### config.mk
export PLATFORM = sky130hd
export DESIGN_NAME = light_level_average_bar
export DESIGN_NICKNAME = d
export VERILOG_FILES = /design/src/hw/rtl/llab_pkg.sv /design/src/hw/rtl/llab_cell.sv /design/src/hw/rtl/llab_window.sv /design/src/hw/rtl/light_level_average_bar.sv
export SDC_FILE = /design/constraint.sdc
export NUM_CORES = 1
export LEC_CHECK = 0
export ABC_AREA = 1
export BUFFER_PORTS_ARGS = -buffer_cell sky130_fd_sc_hd__buf_4
export CORE_MARGIN = 5
export CORE_UTILIZATION = 60
export CTS_BUF_LIST = sky130_fd_sc_hd__clkbuf_2 sky130_fd_sc_hd__clkbuf_4 sky130_fd_sc_hd__clkbuf_8
export CTS_CLUSTER_DIAMETER = 100
export DETAILED_ROUTE_END_ITERATION = 7
export PLACE_DENSITY = 0.88
export SLEW_MARGIN = 10
export SYNTH_ARGS = -nofsm -noshare
export SYNTH_HDL_FRONTEND = slang
export SYNTH_SLANG_ARGS = --single-unit
### constraint.sdc
create_clock -name clk -period 3.2 [get_ports clk]
set_input_delay 0.64 -clock clk [delete_from_list [all_inputs] [get_ports clk]]
set_output_delay 0.64 -clock clk [all_outputs]
set_load 0.1 [all_outputs]
### src/hw/rtl/llab_pkg.sv
// Shared types and constants for the light level average bar block.
// Holds field widths, register indexes, reset values and the LED bar encoding.
// No dependencies.
`default_nettype none

package llab_pkg;

  // Fixed widths of the transaction fields.
  localparam int unsigned FIELD_W     = 10;
  localparam int unsigned DIV_W       = 8;
  localparam int unsigned LIMIT_W     = 10;
  localparam int unsigned LIT_W       = 2;
  localparam int unsigned PIN_W       = 3;
  localparam int unsigned IN_TDATA_W  = 16;
  localparam int unsigned OUT_TDATA_W = 32;
  localparam int unsigned CFG_IDX_W   = 2;
  localparam int unsigned CFG_DATA_W  = 10;

  // Defaults for the top-level parameters.
  localparam int unsigned WINDOW_DEF      = 4;
  localparam int unsigned SAMPLE_BITS_DEF = 10;

  typedef enum logic [CFG_IDX_W-1:0] {
    REG_TICK_DIVIDER = 2'd0,
    REG_THREE_LIT    = 2'd1,
    REG_TWO_LIT      = 2'd2,
    REG_ONE_LIT      = 2'd3
  } cfg_reg_t;

  localparam logic [DIV_W-1:0]   TICK_DIVIDER_RST = 8'd5;
  localparam logic [LIMIT_W-1:0] THREE_LIT_RST    = 10'd300;
  localparam logic [LIMIT_W-1:0] TWO_LIT_RST      = 10'd400;
  localparam logic [LIMIT_W-1:0] ONE_LIT_RST      = 10'd500;

  // Active-low pin patterns, bit 0 is the first LED.
  localparam logic [PIN_W-1:0] PINS_THREE = 3'b000;
  localparam logic [PIN_W-1:0] PINS_TWO   = 3'b100;
  localparam logic [PIN_W-1:0] PINS_ONE   = 3'b110;
  localparam logic [PIN_W-1:0] PINS_NONE  = 3'b111;

  typedef struct packed {
    logic le_three;
    logic le_two;
    logic le_one;
  } limit_hits_t;

  typedef struct packed {
    logic [LIT_W-1:0] lit;
    logic [PIN_W-1:0] pins;
  } bar_t;

  // The first limit met, checked from three LEDs down, decides the bar.
  function automatic bar_t bar_from_hits(limit_hits_t hits);
    bar_t b;
    if (hits.le_three) begin
      b.lit  = 2'd3;
      b.pins = PINS_THREE;
    end else if (hits.le_two) begin
      b.lit  = 2'd2;
      b.pins = PINS_TWO;
    end else if (hits.le_one) begin
      b.lit  = 2'd1;
      b.pins = PINS_ONE;
    end else begin
      b.lit  = 2'd0;
      b.pins = PINS_NONE;
    end
    return b;
  endfunction

endpackage

`default_nettype wire

### src/hw/rtl/llab_cell.sv
// One stage of the sample window shift line.
// Holds one sample and passes it on to its neighbor when the window shifts.
// Does not depend on llab_pkg or any other file.
`default_nettype none

module llab_cell #(
  parameter int unsigned SAMPLE_BITS = 10
) (
  input  wire logic                   clk,
  input  wire logic                   shift_en,
  input  wire logic [SAMPLE_BITS-1:0] d_in,
  output logic      [SAMPLE_BITS-1:0] q_out
);

  logic [SAMPLE_BITS-1:0] smp_r;

  always_ff @(posedge clk) begin
    if (shift_en) begin
      smp_r <= d_in;
    end
  end

  assign q_out = smp_r;

endmodule

`default_nettype wire

### src/hw/rtl/llab_window.sv
// Sliding sample window: a chain of llab_cell stages with a fill counter
// and a running sum. Depends on llab_cell.
`default_nettype none

module llab_window #(
  parameter int unsigned WINDOW      = 4,
  parameter int unsigned SAMPLE_BITS = 10,
  parameter int unsigned SUM_W       = SAMPLE_BITS + $clog2(WINDOW)
) (
  input  wire logic                   clk,
  input  wire logic                   rst_n,
  input  wire logic                   take,
  input  wire logic [SAMPLE_BITS-1:0] sample,
  output logic      [SUM_W-1:0]       sum_nxt,
  output logic                        full
);

  localparam int unsigned FILL_W = $clog2(WINDOW + 1);

  logic [SAMPLE_BITS-1:0] tap [WINDOW];
  logic [FILL_W-1:0]      fill_r;
  logic [FILL_W-1:0]      fill_nxt;
  logic [SUM_W-1:0]       sum_r;
  logic [SUM_W-1:0]       oldest;

  // New samples enter at the far end; the oldest sits in the first cell.
  for (genvar k = 0; k < WINDOW; k++) begin : g_chain
    if (k == WINDOW - 1) begin : g_tail
      llab_cell #(.SAMPLE_BITS(SAMPLE_BITS)) u_cell (
        .clk     (clk),
        .shift_en(take),
        .d_in    (sample),
        .q_out   (tap[k])
      );
    end else begin : g_body
      llab_cell #(.SAMPLE_BITS(SAMPLE_BITS)) u_cell (
        .clk     (clk),
        .shift_en(take),
        .d_in    (tap[k+1]),
        .q_out   (tap[k])
      );
    end
  end

  assign full     = (fill_r == FILL_W'(WINDOW));
  assign oldest   = full ? SUM_W'(tap[0]) : '0;
  assign sum_nxt  = sum_r + SUM_W'(sample) - oldest;
  assign fill_nxt = full ? fill_r : fill_r + FILL_W'(1);

  always_ff @(posedge clk) begin
    if (!rst_n) begin
      fill_r <= '0;
      sum_r  <= '0;
    end else if (take) begin
      fill_r <= fill_nxt;
      sum_r  <= sum_nxt;
    end
  end

`ifndef NO_ASSERTIONS
  a_fill_bound: assert property (@(posedge clk) disable iff (!rst_n)
    fill_r <= FILL_W'(WINDOW))
    else $error("window fill count ran past the window depth");

  a_full_sticks: assert property (@(posedge clk) disable iff (!rst_n)
    full |=> full)
    else $error("window lost its full state without a reset");
`endif

endmodule

`default_nettype wire

### src/hw/rtl/light_level_average_bar.sv
// Light level average bar, top level.
// Channels: in_* carries one timer tick per transaction with the sensor
// conversion in in_tdata; out_* carries one result per taken sample; cfg_*
// writes the divider and the three limits and is always ready.
// Every tick_divider-th tick (256 when the divider is zero) the sample goes
// into a WINDOW-deep shift window with a running sum. Once the window is
// full, each taken sample updates the held average, which is compared with
// the limits to give the lit-LED count and active-low pin pattern.
// Throughput: one tick per cycle while in_tready is high. A result passes
// through three registered stages: window update, then the reciprocal
// multiply for the average, then the limit compare.
// Reset clears the tick and fill counters, the running sum and the held
// average, restores the register defaults and empties the pipeline.
// When the receiver stalls, results back up through the three stages and
// in_tready falls only once all of them hold a result; ticks that take no
// sample still need a free first stage to be accepted.
// Depends on llab_pkg and llab_window.
`default_nettype none

module light_level_average_bar
  import llab_pkg::*;
#(
  parameter int unsigned WINDOW      = WINDOW_DEF,
  parameter int unsigned SAMPLE_BITS = SAMPLE_BITS_DEF
) (
  input  wire logic                   clk,
  input  wire logic                   rst_n,
  input  wire logic                   in_tvalid,
  output logic                        in_tready,
  input  wire logic [IN_TDATA_W-1:0]  in_tdata,   // [9:0] adc_sample
  output logic                        out_tvalid,
  input  wire logic                   out_tready,
  // [9:0] taken_sample, [19:10] window_average, [21:20] lit_count, [24:22] led_pins
  output logic      [OUT_TDATA_W-1:0] out_tdata,
  input  wire logic                   cfg_valid,
  output logic                        cfg_ready,
  input  wire logic [CFG_IDX_W-1:0]   cfg_index,
  input  wire logic [CFG_DATA_W-1:0]  cfg_data
);

  localparam int unsigned LOG_W  = $clog2(WINDOW);
  localparam int unsigned SUM_W  = SAMPLE_BITS + LOG_W;
  localparam int unsigned SHIFT  = SUM_W + LOG_W;
  localparam int unsigned PROD_W = 2 * SUM_W + 1;
  localparam int unsigned CMP_W  = (SAMPLE_BITS > LIMIT_W) ? SAMPLE_BITS : LIMIT_W;
  localparam int unsigned EXT_W  = SAMPLE_BITS + FIELD_W;
  // Rounded-up reciprocal of WINDOW; exact floor division for any sum value.
  localparam logic [SUM_W:0] RECIP =
    (SUM_W+1)'(((64'd1 << SHIFT) + 64'(WINDOW) - 64'd1) / 64'(WINDOW));

  // Configuration registers.
  logic [DIV_W-1:0]   div_r;
  logic [LIMIT_W-1:0] three_r;
  logic [LIMIT_W-1:0] two_r;
  logic [LIMIT_W-1:0] one_r;

  assign cfg_ready = 1'b1;

  always_ff @(posedge clk) begin
    if (!rst_n) begin
      div_r   <= TICK_DIVIDER_RST;
      three_r <= THREE_LIT_RST;
      two_r   <= TWO_LIT_RST;
      one_r   <= ONE_LIT_RST;
    end else if (cfg_valid && cfg_ready) begin
      case (cfg_reg_t'(cfg_index))
        REG_TICK_DIVIDER: div_r   <= cfg_data[DIV_W-1:0];
        REG_THREE_LIT:    three_r <= cfg_data[LIMIT_W-1:0];
        REG_TWO_LIT:      two_r   <= cfg_data[LIMIT_W-1:0];
        REG_ONE_LIT:      one_r   <= cfg_data[LIMIT_W-1:0];
        default:          div_r   <= div_r;
      endcase
    end
  end

  // Pipeline handshake.
  logic s1_v_r, s2_v_r, out_v_r;
  logic adv_out, mv2, rdy2, mv1;
  logic acc, take;

  assign adv_out   = !out_v_r || out_tready;
  assign mv2       = s2_v_r && adv_out;
  assign rdy2      = !s2_v_r || adv_out;
  assign mv1       = s1_v_r && rdy2;
  assign in_tready = !s1_v_r || rdy2;
  assign acc       = in_tvalid && in_tready;

  // Tick divider.
  logic [DIV_W-1:0] tick_r;
  logic [DIV_W:0]   period;
  logic [DIV_W:0]   tick_next;

  assign period    = (div_r == '0) ? (DIV_W+1)'(1 << DIV_W) : {1'b0, div_r};
  assign tick_next = {1'b0, tick_r} + (DIV_W+1)'(1);
  assign take      = (tick_next >= period);

  always_ff @(posedge clk) begin
    if (!rst_n) begin
      tick_r <= '0;
    end else if (acc) begin
      tick_r <= take ? '0 : tick_next[DIV_W-1:0];
    end
  end

  // Sample narrowed or widened to the configured sample width.
  logic [EXT_W-1:0]       in_ext;
  logic [SAMPLE_BITS-1:0] sample;

  assign in_ext = {{SAMPLE_BITS{1'b0}}, in_tdata[FIELD_W-1:0]};
  assign sample = in_ext[SAMPLE_BITS-1:0];

  // Stage 1: window and running sum update.
  logic [SUM_W-1:0]       win_sum;
  logic                   win_full;
  logic [SAMPLE_BITS-1:0] s1_smp_r;
  logic [SUM_W-1:0]       s1_sum_r;
  logic                   s1_upd_r;

  llab_window #(
    .WINDOW     (WINDOW),
    .SAMPLE_BITS(SAMPLE_BITS),
    .SUM_W      (SUM_W)
  ) u_window (
    .clk    (clk),
    .rst_n  (rst_n),
    .take   (acc && take),
    .sample (sample),
    .sum_nxt(win_sum),
    .full   (win_full)
  );

  always_ff @(posedge clk) begin
    if (!rst_n) begin
      s1_v_r <= 1'b0;
    end else if (acc && take) begin
      s1_v_r <= 1'b1;
    end else if (mv1) begin
      s1_v_r <= 1'b0;
    end
  end

  always_ff @(posedge clk) begin
    if (acc && take) begin
      s1_smp_r <= sample;
      s1_sum_r <= win_sum;
      s1_upd_r <= win_full;
    end
  end

  // Stage 2: average by reciprocal multiply, held between updates.
  logic [PROD_W-1:0]      prod;
  logic [SAMPLE_BITS-1:0] avg_calc;
  logic [SAMPLE_BITS-1:0] avg_nxt;
  logic [SAMPLE_BITS-1:0] held_avg_r;
  logic [SAMPLE_BITS-1:0] s2_smp_r;
  logic [SAMPLE_BITS-1:0] s2_avg_r;

  assign prod     = PROD_W'(s1_sum_r) * PROD_W'(RECIP);
  assign avg_calc = prod[SHIFT +: SAMPLE_BITS];
  assign avg_nxt  = s1_upd_r ? avg_calc : held_avg_r;

  always_ff @(posedge clk) begin
    if (!rst_n) begin
      s2_v_r     <= 1'b0;
      held_avg_r <= '0;
    end else begin
      if (mv1) begin
        s2_v_r     <= 1'b1;
        held_avg_r <= avg_nxt;
      end else if (mv2) begin
        s2_v_r <= 1'b0;
      end
    end
  end

  always_ff @(posedge clk) begin
    if (mv1) begin
      s2_smp_r <= s1_smp_r;
      s2_avg_r <= avg_nxt;
    end
  end

  // Stage 3: limit compare into the output register.
  limit_hits_t            hits;
  bar_t                   bar;
  logic [EXT_W-1:0]       smp_ext;
  logic [EXT_W-1:0]       avg_ext;
  logic [FIELD_W-1:0]     out_smp_r;
  logic [FIELD_W-1:0]     out_avg_r;
  bar_t                   out_bar_r;

  assign hits.le_three = (CMP_W'(s2_avg_r) <= CMP_W'(three_r));
  assign hits.le_two   = (CMP_W'(s2_avg_r) <= CMP_W'(two_r));
  assign hits.le_one   = (CMP_W'(s2_avg_r) <= CMP_W'(one_r));
  assign bar           = bar_from_hits(hits);
  assign smp_ext       = {{FIELD_W{1'b0}}, s2_smp_r};
  assign avg_ext       = {{FIELD_W{1'b0}}, s2_avg_r};

  always_ff @(posedge clk) begin
    if (!rst_n) begin
      out_v_r <= 1'b0;
    end else if (mv2) begin
      out_v_r <= 1'b1;
    end else if (out_tready) begin
      out_v_r <= 1'b0;
    end
  end

  always_ff @(posedge clk) begin
    if (mv2) begin
      out_smp_r <= smp_ext[FIELD_W-1:0];
      out_avg_r <= avg_ext[FIELD_W-1:0];
      out_bar_r <= bar;
    end
  end

  assign out_tvalid = out_v_r;
  assign out_tdata  = {
    (OUT_TDATA_W - 2 * FIELD_W - LIT_W - PIN_W)'(0),
    out_bar_r.pins, out_bar_r.lit, out_avg_r, out_smp_r
  };

`ifndef NO_ASSERTIONS
  a_held_avg_only_on_update: assert property (@(posedge clk) disable iff (!rst_n)
    !(mv1 && s1_upd_r) |=> $stable(held_avg_r))
    else $error("held average changed without a full-window sample");

  a_tick_counts_up: assert property (@(posedge clk) disable iff (!rst_n)
    (acc && !take) |=> (tick_r == $past(tick_r) + DIV_W'(1)))
    else $error("tick counter did not advance on a skipped tick");

  a_stage2_holds: assert property (@(posedge clk) disable iff (!rst_n)
    (s2_v_r && !mv2) |=> (s2_v_r && $stable(s2_avg_r) && $stable(s2_smp_r)))
    else $error("stage two result lost while the output was stalled");
`endif

endmodule

`default_nettype wire
==> impl_metrics.toml, run 1 <==
[run_status]
run_status = "finished, final reports clean"

[layout]
seq_area_mm2 = 0.004364
layout.nets = 963
fillers = 957
antenna_cells = 0
area_delta_synth_final_pct = 12.44
drive_gt1_share_pct = 13.31
multi_input_area_mm2 = 0.002854
final_util_pct = 68.08

[logic_synthesis]
syn_avg_cell_area_um2 = 9.817
ys_ff_latch = 170
synth_common_cells = "inv_1, nand2_1, edfxtp_1, dfxtp_1, a21oi_1"
yosysWarnings = 0
async_flop_share_pct = 0
synth_cell_types = 42
synthFlopType = "edfxtp_1"
syn-cell-area_mm2 = 0.007923
ys_seq_area_share_pct = 55.09
synth_area_leaders = "edfxtp_1, dfxtp_1, ha_1"
synth_edf_count = 96
synth_area_leader_cell = "edfxtp_1"
synth_most_common_cell = "inv_1"
syn-instance-count = 807
netlist.area_leader.share_pct = 36.39

[sta]
relSlewSlack_pct = 45.78
timing.final.crit_share_pct = 85.58
setup_tns_ns = 0
finalHoldViolations = 0
worstMarginPinSlew_ns = 0.8124
setup_ws_ns = 0.4615
fmax_mhz = 365.2
fin_worst_skew_ns = 0.008867
post-route-min-period_ns = 2.738
maxSlewViolCount = 0
rsz0062_at_grt = "false"
setup_viol = 0

[clock_tree]
tritoncts = "yes"
cts.sinks = 170
postCtsSetupBuffers = 0
cts-root-buf = "clkbuf_8"
clock_path_buffers = 2
h-tree-depth = 4
clkTransAtPathRegs_ns = 0.08
numCtsBuffers = 17
clk_latency_ns = 0.45
cts_hold_buf = 0
cts-resized-gates = 0

[placed_design]
routabilityCongestion = 0.8916
dpl_worst_slack_ns = 0.4743
dp.final_hpwl_mm = 9.965
io_buffers = 53

[grt]
overflow = 0
grt_pass1_wl_mm = 24.45
grt_usage_pct = 19.34
antenna_found_initial = 0
first_global_vias = 5436
grt_max_degree = 56

[die]
rows = 42
io-pin-count = 68
die_h_um = 124.9
floorplan.die_area_mm2 = 0.01560
die_w_um = 124.9
start_util_pct = 60.55
core_mm2 = 0.01309

[power]
p_sw_mw = 1.146
seq_power_share_pct = 53.3
vdd_drop_max_mv = 0.3476
p_sw_share_pct = 25.32
clkPwrFrac_pct = 34.5
p_leak_nw = 3.884
power_frac_comb_pct = 12.1
internal_power_mw = 3.380
powerDensity_mw_per_mm2 = 508.1

[routing]
ant_nets = 0
drtIter0Drc = 462
wirelength_mm = 14.30
via_per_inst = 5.121
routedWlPerCell_um = 13.56
route.detailed.drc = 0
drt_pass1_iterations = 6
vias = 5403

[critical_path]
rrSetupSlack_ns = 0.46
worst-path-max-fanout = 7
crit_path_end_kind = "flop"
path_class = "reg2reg"
worst_ep_required_time_ns = 3.39
cp-start-kind = "flop"
crit_arrival_ns = 2.93

[job]
maxCapViolations = 0

[hold_path]
hold_class = "in2reg"
kinds of logic after synthesis:
kind of cell,Yosys count,share of synthesized area (%)
DFF,170,55.09
AOI/OAI and AO/OA,144,9.649
and+or+nand+nor,233,13.27
xor gates and xnor gates,13,1.532
adders and majority gates,64,11.05
buffers and inverters,181,9.318
other,2,0.09479
layer usage:
layer | up-vias | GRT usage (%) | wire (um)
met5 | - | 0 | 0
met4 | 0 | 8.546 | 404
met3 | 40 | 4.674 | 691
met2 | 141 | 33.11 | 6886
met1 | 2499 | 23.33 | 6322
li1 | 2723 | - | -
final cells by class:
cell class	count	area share, %
Clock buffer	21	3.034
Clock inverter	11	1.643
Inverter	154	6.545
Multi-Input combinational cell	462	32.04
Sequential cell	170	48.99
Tap cell	176	2.472
Timing Repair Buffer	61	5.281
sequential cells by signal, summed over array words and instances, names as in the netlist, 3 cells and up:
signal	cells
s2_smp_r	10
u_window.g_chain.g_body.u_cell.q_out	30
s1_sum_r	10
u_window.g_chain.g_tail.u_cell.q_out	10
tick_r	8
out_tdata	5
s2_avg_r	10
u_window.fill_r	3
two_r	10
out_smp_r	10
one_r	10
out_avg_r	10
u_window.sum_r	12
div_r	8
held_avg_r	10
three_r	10
path summary, 6_finish.rpt:
| path | startpoint | to | depth (start not counted) |
|---|---|---|---|
| min reg2reg | u_window.g_chain[1].g_body.u_cell.q_out[3] | u_window.g_chain[0].g_body.u_cell.q_out[3] | 0 |
| min | in_tdata[9] | u_window.g_chain[3].g_tail.u_cell.q_out[9] | 1 |
| max | u_window.fill_r[0] | s1_sum_r[9] | 16 |
| max reg2reg | u_window.fill_r[0] | s1_sum_r[9] | 16 |
layout by cell type, fill, tap and decap left out, types with 2 or more instances in the layout:
| cell type | Yosys | routed |
|---|---|---|
| fa_1 | 10 | 10 |
| buf_4 | 8 | 60 |
| inv_6 | 1 | 2 |
| nor4_1 | 3 | 3 |
| nand2_1 | 131 | 131 |
| bufinv_16 | 0 | 3 |
| nand4_1 | 7 | 7 |
| clkinv_1 | 0 | 2 |
| dfxtp_1 | 74 | 74 |
| inv_2 | 4 | 4 |
| clkbuf_4 | 0 | 3 |
| clkinv_4 | 0 | 2 |
| inv_1 | 149 | 149 |
| a21oi_1 | 68 | 67 |
| nor2_1 | 57 | 57 |
| o21bai_1 | 2 | 2 |
| o21a_1 | 2 | 2 |
| clkbuf_8 | 0 | 18 |
| o21ai_0 | 53 | 53 |
| nand2_2 | 5 | 5 |
| xor2_1 | 8 | 8 |
| nand3_2 | 2 | 2 |
| nand2_8 | 2 | 2 |
| nand3_1 | 16 | 16 |
| nor2_4 | 3 | 3 |
| conb_1 | 2 | 8 |
| clkinvlp_4 | 0 | 3 |
| o211ai_1 | 9 | 9 |
| edfxtp_1 | 96 | 96 |
| ha_1 | 54 | 54 |
| o21ai_1 | 6 | 6 |
| xnor2_1 | 4 | 4 |
power groups by stage:
stage                     Combinational (mW)  Sequential [mW]  Clock [mW]
after floorplan                        0.401             2.48           0
after global placement                 0.526             2.46           0
after detailed placement               0.544             2.46           0
after CTS                              0.550             2.41        1.60
after global routing                   0.628             2.42        1.69
final                                  0.549             2.41        1.56
stage by stage:
step           hold WS (ns)  area, um2  std cells  power (mW)
6_report             0.3685       8909       1055       4.527
5_1_grt              0.3444       8909       1055       4.736
4_1_cts              0.3459       8909       1055       4.559
3_5_place_dp         0.4054       8492       1023       3.008
3_3_place_gp         0.4006       8492       1023       2.986
2_1_floorplan        0.4003       7945        813       2.876
worst max-delay path, stage by stage (launching register included):
cell and delay (ns):
dfxtp_1 0.34, inv_1 0.07, ha_1 0.19, nand2_1 0.09, buf_4 0.17, nor2_1 0.06
fa_1 0.48, inv_1 0.05, ha_1 0.34, a21oi_1 0.16, nand2_1 0.10, nand2_1 0.07
nand2_1 0.07, nand2_1 0.09, nand2_1 0.05, nand2_1 0.05, nand2_1 0.08
(Power assumes the default switching activity.)
==> run 2, diff against run 1 <==
--- a/config.mk
+++ b/config.mk
@@ -8,11 +8,11 @@
 export ABC_AREA = 1
 export BUFFER_PORTS_ARGS = -buffer_cell sky130_fd_sc_hd__buf_4
 export CORE_MARGIN = 5
-export CORE_UTILIZATION = 60
+export CORE_UTILIZATION = 45
 export CTS_BUF_LIST = sky130_fd_sc_hd__clkbuf_2 sky130_fd_sc_hd__clkbuf_4 sky130_fd_sc_hd__clkbuf_8
 export CTS_CLUSTER_DIAMETER = 100
 export DETAILED_ROUTE_END_ITERATION = 7
-export PLACE_DENSITY = 0.88
+export PLACE_DENSITY = 0.71
 export SLEW_MARGIN = 10
 export SYNTH_ARGS = -nofsm -noshare
 export SYNTH_HDL_FRONTEND = slang
==> impl_metrics.toml, run 2 (synthesis results as in run 1) <==
[run_status]
run_status = "finished, final reports clean"

[routing]
drtIter0Drc = 324
wirelength_mm = 14.08
ant_nets = 0
route.detailed.drc = 0
drt_pass1_iterations = 4
routedWlPerCell_um = 12.78
vias = 5238
via_per_inst = 4.753

[die]
io-pin-count = 68
die_w_um = 142.7
die_h_um = 142.7
start_util_pct = 45.80
floorplan.die_area_mm2 = 0.02036
rows = 48
core_mm2 = 0.01730

[clock_tree]
cts.sinks = 170
tritoncts = "yes"
postCtsSetupBuffers = 0
clock_path_buffers = 2
h-tree-depth = 4
clk_latency_ns = 0.44
cts-root-buf = "clkbuf_8"
numCtsBuffers = 17
clkTransAtPathRegs_ns = 0.09

[critical_path]
worst_ep_required_time_ns = 3.53
crit_path_end_kind = "flop"
path_class = "reg2reg"
worst-path-max-fanout = 13
cp-start-kind = "flop"
crit_arrival_ns = 3.10

[power]
p_leak_nw = 3.859
power_mw = 4.419
vdd_drop_max_mv = 0.4694
powerDensity_mw_per_mm2 = 495.3

[grt]
first_global_vias = 5004
antenna_found_initial = 0
overflow = 0
grt_usage_pct = 14.35
grt_max_degree = 61
grt_pass1_wl_mm = 23.27

[layout]
layout_commonest_cell = "inv_1"
antenna_cells = 0
layout_common_cells = "inv_1, nand2_1, edfxtp_1, dfxtp_1, a21oi_1"
fin_cells = 1102
stdcell_area_mm2 = 0.008922
area_delta_synth_final_pct = 12.62
layout.nets = 961
drive_gt1_share_pct = 13.11
largest_reg_flops = 30

[sta]
fmax_mhz = 361.5
rsz0062_at_grt = "false"
worstMarginPinSlew_ns = 0.8209
setup_tns_ns = 0
setup_viol = 0
post-route-min-period_ns = 2.766
fin_worst_skew_ns = 0.01273
timing.final.crit_share_pct = 86.45
maxSlewViolCount = 0
relSlewSlack_pct = 45.07
finalHoldViolations = 0

[placed_design]
routabilityCongestion = 0.8627
placed_cell_area_mm2 = 0.008538
io_buffers = 53
dp.final_hpwl_mm = 10.04
dp.cells = 1070

[hold_path]
hold_class = "in2reg"

[job]
maxCapViolations = 0
[run 2: worst max-delay path, cell delays in order (launching register included)]
cell	delay (ns)
dfxtp_1	0.34
inv_1	0.07
ha_1	0.20
nand2_2	0.24
nor2_1	0.10
fa_1	0.48
inv_1	0.04
ha_1	0.34
nand2_1	0.09
nor2_1	0.16
nand2_1	0.09
nand3_1	0.11
nand2_1	0.07
nand2_1	0.06
inv_1	0.06
o21ai_1	0.16
nor2_1	0.05
[run 2: cell type report]
| type | instances | area [um2] |
|---|---|---|
| fillers | 1599 | 8374 |
| flip-flops and latches | 170 | 4364 |
| multi-input cells | 462 | 2856 |
| inverters | 154 | 583.1 |
| repair buffers | 59 | 455.4 |
| well taps | 225 | 281.5 |
| clock buffers | 20 | 256.5 |
| clock inverters | 12 | 125.1 |
[run 2: repair_timing]
| item | CTS | global route |
|---|---|---|
| resized for setup | 0 | 1 |
| setup endpoints to repair | 0 | 3 |
| hold buffers | 0 | 0 |
[run 2: through the flow]
| stage | hold WS [ns] | worst slack, ns | util, % |
|---|---|---|---|
| floorplan | 0.4003 | 0.3904 | - |
| global route | 0.3318 | 0.1311 | 51.58 |
| global placement | 0.4003 | 0.2948 | 49.36 |
| finish | 0.3810 | 0.4336 | 51.58 |
| CTS | 0.3446 | 0.2057 | 51.57 |
| detailed placement | 0.4045 | 0.2207 | 49.36 |
[run 2: power by group]
group / internal, mW / switching, mW / total (mW)
Sequential: 2.38 / 0.0285 / 2.41
Clock: 0.714 / 0.754 / 1.47
Combinational: 0.176 / 0.362 / 0.538
[run 2: final timing paths]
kind / start / end / slack, ns / cells after the start
setup / recovery: u_window.fill_r[0] / u_window.sum_r[6] / 0.43 / 16
setup reg to reg: u_window.fill_r[0] / u_window.sum_r[6] / 0.43 / 16
hold reg to reg: s2_smp_r[5] / out_smp_r[5] / 0.42 / 0
hold / removal: in_tdata[9] / u_window.g_chain[3].g_tail.u_cell.q_out[9] / 0.38 / 1
[run 2: per-layer routing]
metal | vias up | GRT usage, % | routed length [um]
li1 | 2722 | - | -
met1 | 2406 | 18.53 | 6467
met2 | 104 | 23.59 | 6746
met3 | 6 | 3.952 | 791
met4 | 0 | 4.502 | 74
met5 | - | 0 | 0
==> run 3, diff against run 2 <==
--- a/config.mk
+++ b/config.mk
@@ -12,7 +12,7 @@
 export CTS_BUF_LIST = sky130_fd_sc_hd__clkbuf_2 sky130_fd_sc_hd__clkbuf_4 sky130_fd_sc_hd__clkbuf_8
 export CTS_CLUSTER_DIAMETER = 100
 export DETAILED_ROUTE_END_ITERATION = 7
-export PLACE_DENSITY = 0.71
+export PLACE_DENSITY = 0.7
 export SLEW_MARGIN = 10
 export SYNTH_ARGS = -nofsm -noshare
 export SYNTH_HDL_FRONTEND = slang
==> impl_metrics.toml, run 3 (synthesis results as in run 1) <==
[critical_path]
endpoint = "s1_sum_r[9]"
worst-path-max-fanout = 13
reg2reg_to = "s1_sum_r[9]"
crit-reg2reg-launch = "u_window.fill_r[0]"
cpMostUsedCell = "nand2_1"
cp-start-kind = "flop"
crit_arrival_ns = 3.14
crit_path_end_kind = "flop"
critical-path-max-stage-delay_ns = 0.49
path_cells = "inv_1, ha_1, nand2_1, nor2_1, fa_1, inv_1, ha_1, a21oi_1, nand2_1, nand2_1, nand2_1, nand2_1, nand2_1, nand2_1, nand2_1"
r2r_cells = 15
crit_start = "u_window.fill_r[0]"
slowest_stage = "fa_1"
path_class = "reg2reg"
worst_ep_required_time_ns = 3.41
rrSetupSlack_ns = 0.27

[routing]
via_per_inst = 4.743
vias = 5232
drtIter0Drc = 288
routedWlPerCell_um = 13.03
wirelength_mm = 14.37
route.detailed.drc = 0
drt_pass1_iterations = 4
ant_nets = 0

[die]
die_w_um = 142.7
floorplan.die_area_mm2 = 0.02036
core_mm2 = 0.01730
die_h_um = 142.7
rows = 48
io-pin-count = 68
start_util_pct = 45.80

[layout]
fillers = 1590
drive_gt1_share_pct = 13.44
area_delta_synth_final_pct = 12.65
layout_common_cells = "inv_1, nand2_1, edfxtp_1, dfxtp_1, a21oi_1"
antenna_cells = 0
layout_commonest_cell = "inv_1"
largest_reg_flops = 30
final_util_pct = 51.60
layout.nets = 962

[power]
p_leak_nw = 3.860
powerDensity_mw_per_mm2 = 494.7
vdd_drop_max_mv = 0.3353

[grt]
grt_max_degree = 54
first_global_vias = 4993
grt_pass1_wl_mm = 23.76
grt_usage_pct = 15.04
antenna_found_initial = 0
overflow = 0

[clock_tree]
h-tree-depth = 4
clk_latency_ns = 0.46
numCtsBuffers = 17
clkTransAtPathRegs_ns = 0.10
tritoncts = "yes"
cts-resized-gates = 0
postCtsSetupBuffers = 0
cts-root-buf = "clkbuf_8"
cts.sinks = 170
cts_hold_buf = 0
clock_path_buffers = 2

[sta]
finalHoldViolations = 0
setup_viol = 0
fin_worst_skew_ns = 0.01431
fmax_mhz = 341.7
setup_tns_ns = 0
worst_hold_slack_ns = 0.3579
post-route-min-period_ns = 2.927
timing.final.crit_share_pct = 91.46
worstMarginPinSlew_ns = 0.8351
setup_ws_ns = 0.2732
maxSlewViolCount = 0
rsz0062_at_grt = "false"
relSlewSlack_pct = 44.12

[placed_design]
dpl_worst_slack_ns = 0.2393
io_buffers = 53
routabilityCongestion = 0.8804
dp.final_hpwl_mm = 10.28

[job]
maxCapViolations = 0

[hold_path]
hold_class = "in2reg"

[run_status]
run_status = "finished, final reports clean"
-- run 3: changes by cell type in the layout (fill, tap and decap cells not counted) --
cell        change
clkinv_1        -3
inv_6           +3
clkbuf_4        -2
buf_4           +1
bufinv_16       -1
clkinv_4        +1
clkinvlp_4      +1
inv_8           +1
nand2_1         +1
nand2_2         -1
-- run 3: routing by layer --
metal / GRT usage, % / wire length, um
met1: 19.16 / 6784
met2: 24.60 / 6781
met3: 4.320 / 624
met4: 5.353 / 182
met5: 0 / 0
-- run 3: critical path, delay by kind of cell, from the launching register on --
kind | cells | cell delay, ns
and+or+nand+nor | 9 | 1.02
adders and majority gates | 3 | 1.02
DFF | 1 | 0.34
AOI/OAI and AO/OA | 1 | 0.16
buffers and inverters | 2 | 0.11
-- run 3: stage by stage --
stage / cells / total power, mW / cell area (um2)
2_1_floorplan: 813 / 2.876 / 7945
3_3_place_gp: 1071 / 2.991 / 8546
3_5_place_dp: 1071 / 3.005 / 8546
4_1_cts: 1103 / 4.475 / 8925
5_1_grt: 1103 / 4.663 / 8925
6_report: 1103 / 4.415 / 8925
-- run 3: final cells by class --
| cell class | count | area [um2] | share of cell area [%] |
|---|---|---|---|
| tap | 225 | 281.5 | 3.154 |
| clock buffer | 18 | 241.5 | 2.706 |
| sequential | 170 | 4364 | 48.90 |
| timing repair buffer | 60 | 462.9 | 5.187 |
| clock inverter | 14 | 137.6 | 1.542 |
| inverter | 154 | 583.1 | 6.533 |
| multi-input combinational | 462 | 2854 | 31.98 |
-- run 3: power breakdown --
group | switching, mW | internal (mW)
registers | 0.0291 | 2.38
clock network | 0.825 | 0.639
logic | 0.359 | 0.178
-- run 3: how the worst min path moves through the flow --
stage | from | to | slack (ns) | cells past startpoint
final | in_tdata[8] | u_window.g_chain[3].g_tail.u_cell.q_out[8] | 0.36 | 1
after global routing | in_tdata[5] | u_window.g_chain[3].g_tail.u_cell.q_out[5] | 0.30 | 1
after CTS | in_tdata[8] | u_window.g_chain[3].g_tail.u_cell.q_out[8] | 0.32 | 1
after detailed placement | u_window.g_chain[2].g_body.u_cell.q_out[4] | u_window.g_chain[1].g_body.u_cell.q_out[4] | 0.40 | 0
after global placement | u_window.g_chain[2].g_body.u_cell.q_out[0] | u_window.g_chain[1].g_body.u_cell.q_out[0] | 0.40 | 0
after floorplan | s2_smp_r[0] | out_smp_r[0] | 0.40 | 0
